**src/rtl/core/assert_macros.svh**
```systemverilog
// Assertion helpers for the splitter top module.
`ifndef ASSERT_MACROS_SVH
`define ASSERT_MACROS_SVH

// Same-cycle implication, disabled while reset is asserted.
`define ASSERT_IMP(lbl, clk, rst_n, ante, cons, msg) \
  lbl: assert property (@(posedge clk) disable iff (!rst_n) (ante) |-> (cons)) \
    else $error(msg);

// Next-cycle implication, disabled while reset is asserted.
`define ASSERT_NXT(lbl, clk, rst_n, ante, cons, msg) \
  lbl: assert property (@(posedge clk) disable iff (!rst_n) (ante) |=> (cons)) \
    else $error(msg);

`endif

```
**src/rtl/core/pdis_pkg.sv**
```systemverilog
// ----------------------------------------------------------------------------
// pdis_pkg
// Widths, limits and sequencer states of the pulse duration item splitter.
// ----------------------------------------------------------------------------
package pdis_pkg;

  localparam int unsigned TICK_BITS         = 20;
  localparam int unsigned DUR_BITS          = 15;
  localparam int unsigned MAX_HALF_DURATION = 32767;

  localparam logic [TICK_BITS-1:0] MAX_TICKS  = TICK_BITS'(MAX_HALF_DURATION);
  localparam logic [TICK_BITS-1:0] FULL_TICKS = TICK_BITS'(2 * MAX_HALF_DURATION);
  localparam logic [DUR_BITS-1:0]  MAX_DUR    = DUR_BITS'(MAX_HALF_DURATION);

  localparam logic LEVEL_HIGH = 1'b1;
  localparam logic LEVEL_LOW  = 1'b0;

  typedef enum logic [2:0] {
    ST_IDLE = 3'b001,
    ST_HIGH = 3'b010,
    ST_LOW  = 3'b100
  } pdis_state_t;

endpackage

```
**src/rtl/core/pulse_duration_item_splitter_top.sv**
```systemverilog
// ----------------------------------------------------------------------------
// pulse_duration_item_splitter_top
// An accepted beat loads the tick registers and starts the high run.
// A period gives N items (N <= 33), one item per cycle while out_ready is
// high, from the shared subtract/compare unit; in_ready only while idle.
// Reset: synchronous active-low rst_n returns the sequencer to idle and
// drops out_valid; the tick registers are not reset.
// ----------------------------------------------------------------------------
`include "assert_macros.svh"

module pulse_duration_item_splitter_top
  import pdis_pkg::*;
(
  input  logic                 clk,
  input  logic                 rst_n,
  input  logic                 in_valid,
  output logic                 in_ready,
  input  logic [TICK_BITS-1:0] in_high_ticks,
  input  logic [TICK_BITS-1:0] in_low_ticks,
  output logic                 out_valid,
  input  logic                 out_ready,
  output logic [DUR_BITS-1:0]  out_first_duration,
  output logic                 out_first_level,
  output logic [DUR_BITS-1:0]  out_second_duration,
  output logic                 out_second_level,
  output logic                 out_last_item
);

  pdis_state_t          state_r, state_nxt;
  logic [TICK_BITS-1:0] hi_r, hi_nxt;
  logic [TICK_BITS-1:0] lo_r, lo_nxt;

  logic                 out_valid_r, out_valid_nxt;
  logic [DUR_BITS-1:0]  first_dur_r, first_dur_nxt;
  logic                 first_lvl_r, first_lvl_nxt;
  logic [DUR_BITS-1:0]  second_dur_r, second_dur_nxt;
  logic                 second_lvl_r, second_lvl_nxt;
  logic                 last_r, last_nxt;

  // shared unit: one operand, compares against one and two halves
  logic [TICK_BITS-1:0] work;
  logic                 gt_full, gt_max;
  logic [TICK_BITS-1:0] sub_full, sub_max;
  // low-count padding when the high run ends
  logic                 lo_gt_max;
  logic [TICK_BITS-1:0] lo_rem;
  logic [DUR_BITS-1:0]  pad;
  logic                 step;
  logic                 accept;

  assign in_ready = (state_r == ST_IDLE);
  assign accept   = in_valid && in_ready;
  assign step     = (state_r != ST_IDLE) && (!out_valid_r || out_ready);

  assign work     = (state_r == ST_HIGH) ? hi_r : lo_r;
  assign gt_full  = work > FULL_TICKS;
  assign gt_max   = work > MAX_TICKS;
  assign sub_full = work - FULL_TICKS;
  assign sub_max  = work - MAX_TICKS;

  assign lo_gt_max = lo_r > MAX_TICKS;
  assign lo_rem    = lo_gt_max ? (lo_r - MAX_TICKS) : '0;
  assign pad       = lo_gt_max ? MAX_DUR : lo_r[DUR_BITS-1:0];

  always_comb begin
    state_nxt      = state_r;
    hi_nxt         = hi_r;
    lo_nxt         = lo_r;
    out_valid_nxt  = out_valid_r;
    first_dur_nxt  = first_dur_r;
    first_lvl_nxt  = first_lvl_r;
    second_dur_nxt = second_dur_r;
    second_lvl_nxt = second_lvl_r;
    last_nxt       = last_r;

    if (out_valid_r && out_ready) begin
      out_valid_nxt = 1'b0;
    end

    if (accept) begin
      hi_nxt    = in_high_ticks;
      lo_nxt    = in_low_ticks;
      state_nxt = ST_HIGH;
    end

    if (step) begin
      out_valid_nxt = 1'b1;
      unique case (state_r)
        ST_HIGH: begin
          first_lvl_nxt = LEVEL_HIGH;
          priority if (gt_full) begin
            first_dur_nxt  = MAX_DUR;
            second_dur_nxt = MAX_DUR;
            second_lvl_nxt = LEVEL_HIGH;
            last_nxt       = 1'b0;
            hi_nxt         = sub_full;
          end else if (gt_max) begin
            first_dur_nxt  = MAX_DUR;
            second_dur_nxt = sub_max[DUR_BITS-1:0];
            second_lvl_nxt = LEVEL_HIGH;
            last_nxt       = (lo_r == '0);
            state_nxt      = (lo_r == '0) ? ST_IDLE : ST_LOW;
          end else begin
            // short high run: pad the second half from the low count
            first_dur_nxt  = work[DUR_BITS-1:0];
            second_dur_nxt = pad;
            second_lvl_nxt = LEVEL_LOW;
            last_nxt       = (lo_rem == '0);
            lo_nxt         = lo_rem;
            state_nxt      = (lo_rem == '0) ? ST_IDLE : ST_LOW;
          end
        end
        ST_LOW: begin
          first_lvl_nxt  = LEVEL_LOW;
          second_lvl_nxt = LEVEL_LOW;
          priority if (gt_full) begin
            first_dur_nxt  = MAX_DUR;
            second_dur_nxt = MAX_DUR;
            last_nxt       = (sub_full == '0);
            lo_nxt         = sub_full;
            state_nxt      = (sub_full == '0) ? ST_IDLE : ST_LOW;
          end else if (gt_max) begin
            first_dur_nxt  = MAX_DUR;
            second_dur_nxt = sub_max[DUR_BITS-1:0];
            last_nxt       = 1'b1;
            state_nxt      = ST_IDLE;
          end else begin
            first_dur_nxt  = work[DUR_BITS-1:0];
            second_dur_nxt = '0;
            last_nxt       = 1'b1;
            state_nxt      = ST_IDLE;
          end
        end
        default: begin
          state_nxt = ST_IDLE;
        end
      endcase
    end
  end

  always_ff @(posedge clk) begin
    if (!rst_n) begin
      state_r     <= ST_IDLE;
      out_valid_r <= 1'b0;
    end else begin
      state_r     <= state_nxt;
      out_valid_r <= out_valid_nxt;
    end
  end

  always_ff @(posedge clk) begin
    hi_r         <= hi_nxt;
    lo_r         <= lo_nxt;
    first_dur_r  <= first_dur_nxt;
    first_lvl_r  <= first_lvl_nxt;
    second_dur_r <= second_dur_nxt;
    second_lvl_r <= second_lvl_nxt;
    last_r       <= last_nxt;
  end

  assign out_valid           = out_valid_r;
  assign out_first_duration  = first_dur_r;
  assign out_first_level     = first_lvl_r;
  assign out_second_duration = second_dur_r;
  assign out_second_level    = second_lvl_r;
  assign out_last_item       = last_r;

  `ASSERT_NXT(a_accept_starts_high, clk, rst_n, accept, state_r == ST_HIGH, "accepted beat did not start the high run")
  `ASSERT_IMP(a_low_has_ticks, clk, rst_n, state_r == ST_LOW, lo_r != '0, "low run entered with no ticks left")
  `ASSERT_IMP(a_no_high_after_low, clk, rst_n, out_valid_r && !first_lvl_r, !second_lvl_r, "item goes low then high")

endmodule
```
**config.mk**
```make
export PLATFORM = sky130hd
export DESIGN_NAME = pulse_duration_item_splitter_top
export DESIGN_NICKNAME = d
export VERILOG_FILES = /design/src/rtl/core/pdis_pkg.sv /design/src/rtl/core/pulse_duration_item_splitter_top.sv
export VERILOG_INCLUDE_DIRS = /design/src /design/src/rtl/core
export SDC_FILE = /design/constraint.sdc
export NUM_CORES = 1
export LEC_CHECK = 0
export BUFFER_PORTS_ARGS = -buffer_cell sky130_fd_sc_hd__buf_2
export CAP_MARGIN = 5
export CORE_AREA = 2 2 117 119
export CTS_BUF_LIST = sky130_fd_sc_hd__clkbuf_4 sky130_fd_sc_hd__clkbuf_8
export CTS_CLUSTER_SIZE = 16
export DETAILED_ROUTE_END_ITERATION = 10
export DIE_AREA = 0 0 119 121
export GPL_TIMING_DRIVEN = 1
export PLACE_DENSITY_LB_ADDON = 0.05
export REMOVE_ABC_BUFFERS = 1
export SYNTH_ARGS = -nofsm -noshare
export SYNTH_HDL_FRONTEND = slang
export SYNTH_SLANG_ARGS = --single-unit
```
**constraint.sdc**
```tcl
create_clock -name clk -period 4.7 [get_ports clk]
set_input_delay 0.235 -clock clk [delete_from_list [all_inputs] [get_ports clk]]
set_output_delay 0.235 -clock clk [all_outputs]
set_load 0.01 [all_outputs]
```
# Yosys cells after proc, flatten, opt, wreduce, memory -nomap -nowiden

Cells that the tools add are included.

Flip-flop bits (word level): 77
Input bits: 44
Output and inout bits: 35
Word-level logic and storage cells: 70

Add/sub/neg operators: 3
Order comparisons: 3
Equality and inequality tests: 4
Mux-type cells: 37
Reduce and logical (&&, ||, !) cells: 14

Operator list:

| operator                 | number |
|---|---|
| $mux W20                 | 11 |
| $mux W15                 | 5 |
| $logic_not A20 Y1        | 3 |
| $gt A20 B15 Y1 const B   | 2 |
| $pmux W20 S2             | 1 |
| $pmux W15 S2             | 1 |
| $mux W3                  | 8 |
| $gt A20 B16 Y1 const B   | 1 |
| $sub A20 B15 Y20 const B | 1 |
| $sub A20 B16 Y20 const B | 1 |
| $sub A15 B15 Y15 const B | 1 |
| $mux W1                  | 7 |
| $pmux W1 S2              | 3 |
| $pmux W3 S2              | 1 |
| $reduce_and A2 Y1        | 2 |
| $reduce_bool A2 Y1       | 2 |
| $reduce_or A2 Y1         | 2 |
| $eq A3 B1 Y1 const B     | 1 |
| $eq A3 B2 Y1 const B     | 1 |
| $eq A3 B3 Y1 const B     | 1 |
| $logic_and A1 B1 Y1      | 3 |
| $ne A3 B1 Y1 const B     | 1 |
| $logic_not A1 Y1         | 1 |
| $logic_or A1 B1 Y1       | 1 |

# Logic depth before layout (Yosys ltp)

Depth in word-level cells: 8
Gate-level depth with buffers: 17
Mapped depth without buffers: 13

# Least setup slack after synthesis

No wires, ideal clock.

Kind: register to register
Start: register state_r[1]
End: register last_r, in the netlist out_last_item (data pin)
Library setup time: 0.149 ns
Arrival time: 3.247 ns
Data required time: 4.551 ns
Slack: 1.304 ns
Cell stages (with the launch flop): 17
Buffers on the path: 4
Period minus slack after synthesis: 3.396 ns
Path through: dfxtp_1 nor3b_1 buf_4 buf_6 buf_6 buf_2 mux2i_1 inv_1 ha_1 nand3_1 nor3_1 o22ai_2 xnor2_2 nor4b_2 nand4_1 nor4_2 a2bb2oi_1

Longest elaborated chain between the ends: 6
Elaborated cells on any way between the ends: 11
Classes of those cells: add/sub (1); order compare (2); eq/ne (2); mux (5); reduce/logical (1)

Ends and longest elaborated chain:

| item                                                      | line                                                                            | source |
|---|---|---|
| start, declared                                           | pulse_duration_item_splitter_top.sv:29                                          | `pdis_state_t state_r, state_nxt;` |
| start signal, assigned                                    | pulse_duration_item_splitter_top.sv:146                                         | `state_r <= state_nxt;` |
| $eq A3 B2 Y1 *                                            | pulse_duration_item_splitter_top.sv:55                                          | `assign work = (state_r == ST_HIGH) ? hi_r : lo_r;` |
| $mux W20 *                                                | pulse_duration_item_splitter_top.sv:55                                          |  |
| via work[2]                                               | pulse_duration_item_splitter_top.sv:41                                          | `logic [TICK_BITS-1:0] work;` |
| $sub A20 B16 Y20 / $gt A20 B15 Y1 (equally long branches) | pulse_duration_item_splitter_top.sv:58, pulse_duration_item_splitter_top.sv:57  |  |
| $logic_not A20 Y1 / $mux W1 (equally long branches)       | pulse_duration_item_splitter_top.sv:119, pulse_duration_item_splitter_top.sv:97 |  |
| $mux W1 (on tied branches)                                | pulse_duration_item_splitter_top.sv:116, pulse_duration_item_splitter_top.sv:91 |  |
| $pmux W1 S2 *                                             | pulse_duration_item_splitter_top.sv:88                                          | `unique case (state_r)` |
| end signal, assigned                                      | pulse_duration_item_splitter_top.sv:158                                         | `last_r <= last_nxt;` |
| end, declared                                             | pulse_duration_item_splitter_top.sv:38                                          | `logic last_r, last_nxt;` |

The timed path passes the listed nets; every way through them passes the cells marked *.
A chain may end at the register's enable or synchronous reset.

# Final worst setup path

Same ends and word-level chain as after synthesis.

==> out/metrics.cfg <==
[status]
status=finished clean

[power_and_ir_drop]
p_leak_nw=2.26
ir_worst_vdd_v=0.000178
power_density_mw_per_mm2=382

[logic_synthesis]
async_flop_share_pct=0
yosys-top-cells-area=edfxtp_1, dfxtp_1, nand2_1
synth_top_family_by_area=simple AND/OR/NAND/NOR gates
yosys.area.top_type_share_pct=17.0
yosys.area_share.simple_pct=25.1
synth.area.mux_share_pct=7.81
synth-seq-cells=77
yosysSeqAreaShare_pct=32.1
netlist_instances=747
synth_xor_area_share_pct=7.62
synth_top_cell_by_area=edfxtp_1
synth_compound_area_share_pct=20.2
synth_area_per_cell_um2=7.81
syn_area_mm2=0.00583
ys_warn_count=0
synth-main-ff-cell=dfxtp_1
synth-edff-count=33
synthAdderAreaFrac_pct=1.07
ys_types=70

[cts]
root_buffer=clkbuf_8
post-cts-setup-buffer-count=0
cts_resized=0
hold_buffers=0
cts_buffer_depth=2
cts_max_level=3
cts_tree=yes
cts_made_buffers=9
cts.clk_slew.worst_paths_ps=80
clk_latency_ps=380
cts.sinks=77

[placed_design]
dp_slack_ps=636
hpwl_um=14600
gp_congestion=0.972
port_buffers=78

[detailed_routing]
route.detailed.drc=0
first_pass_iters=5
ant_nets=0
via_per_inst=6.10
vias=5899
routed_wl_um=20600
drt_iter0_drc=689
wire_per_inst_um=21.3

[global_route]
antenna_found_initial=0
grt_max_degree=32
first_global_vias=5458
grt_usage_pct=28.9
grt_pass1_wl_um=31800
gr-total-overflow=0

[finish]
syn2layout_area_growth_pct=10.5
nFillCells=1297
num_antenna_cells=0
drive_gt1_share_pct=16.3
nets=836

[setup_path]
required_ps=4920
crit_fanout=9
path_class=reg -> reg
end_kind=register
cp-start-kind=register
cp.arrival_ps=4330

[timing]
relSlewSlack_pct=26.5
worst_slew_pin_slew_ps=1100
final_max_slew_viol_count=0
skew_ps=12.4
finalWorstSetupSlack_ps=587
timing.final.crit_period_ps=4110
hold_ws_ps=39.9
rsz0062_at_grt=false
setup_viol=0
fin_crit_sh_pct=87.5
hold_viol=0
max_freq_mhz=243

[floorplan]
die_area_mm2=0.0144
ios=79
rows=42
die_h_um=121
start_util_pct=44.6
core_area_mm2=0.0131
die_w_um=119

[flow_run]
drv_cap=0

[worst_hold_path]
hp-class=in -> reg

[worst max-delay path, cell delays in order (launching register included)]
cell	delay (ps)
dfxtp_1	400
nor3b_2	590
a21oi_1	220
inv_1	140
ha_1	270
nand3_1	220
nor4_1	350
xnor2_1	160
mux2i_1	130
nor4b_1	670
nand4_1	250
nor4_2	350
a2bb2oi_1	190
[cells by family after synthesis]
logic type                 after synthesis
xor gates and xnor gates                49
muxes                                   44
adders and majority gates                5
and+or+nand+nor                        311
DFF                                     77
buffers and inverters                   78
AOI/OAI and AO/OA                      183
[layer usage]
layer / wire length, um / global-route usage, %
met2: 9220 / 43.9
met4: 587 / 12.3
met5: 0 / 0
met1: 9280 / 40.5
met3: 1560 / 4.79
[where the power goes]
| part | internal [mW] | switching, mW | total [mW] |
|---|---|---|---|
| Sequential | 0.794 | 0.234 | 1.03 |
| Combinational | 0.369 | 0.614 | 0.984 |
| Clock | 0.191 | 0.258 | 0.449 |
[cell usage after synthesis, drive strengths merged (13+ instances only)]
library cell,count
a21oi,37
a31oi,18
buf,25
clkbuf,42
dfxtp,44
edfxtp,33
mux2i,42
nand2,114
nand3,34
nor2,78
nor3,23
o21ai,40
o221ai,13
o22ai,24
xnor2,25
xor2,24
[layout by cell type, fill, tap and decap left out, types with 22 or more instances in the layout]
cell type | synthesis | routed
a21oi_1 | 36 | 36
buf_2 | 14 | 78
dfxtp_1 | 44 | 44
edfxtp_1 | 33 | 33
mux2i_1 | 41 | 40
nand2_1 | 114 | 114
nand3_1 | 34 | 34
nor2_1 | 77 | 76
nor3_1 | 22 | 22
o21ai_0 | 39 | 39
o22ai_1 | 23 | 23
xnor2_1 | 24 | 24
xor2_1 | 23 | 23
[stage by stage]
| stage | utilization [%] | power, mW | instances | setup TNS (ps) | area (um2) |
|---|---|---|---|---|---|
| 3_3_place_gp | 48.0 | 1.99 | 952 | 0 | 6280 |
| 3_5_place_dp | 48.0 | 2.00 | 952 | 0 | 6280 |
| 2_1_floorplan | - | 1.64 | 680 | -178420 | 5520 |
| 6_report | 49.3 | 2.46 | 967 | 0 | 6440 |
| 4_1_cts | 49.3 | 2.45 | 967 | 0 | 6440 |
| 5_1_grt | 49.3 | 2.61 | 967 | 0 | 6440 |
[sequential cells by signal, indices dropped and copies added, names as in the netlist, 3 cells and up]
register,count
hi_r,20
lo_r,20
out_first_duration,15
state_r,3
out_second_duration,15
[path summary, 6_finish.rpt]
| path | startpoint | endpoint | slack [ps] | cells past startpoint |
|---|---|---|---|---|
| setup reg to reg | state_r[1] | out_last_item | 590 | 12 |
| setup / recovery | state_r[1] | out_last_item | 590 | 12 |
| hold reg to reg | hi_r[0] | hi_r[0] | 520 | 2 |
| hold / removal | in_high_ticks[0] | hi_r[0] | 40 | 3 |
[cell type report]
class                           instances  area, um2  area share (%)
Clock inverter                          5       28.8           0.447
Inverter                               11       41.3           0.641
Tap cell                              176        220            3.42
Timing Repair Buffer                   96        526            8.15
Multi-Input combinational cell        592       3630            56.3
Sequential cell                        77       1870            29.0
Clock buffer                           10        131            2.04
Power figures use the tool's default switching activity.
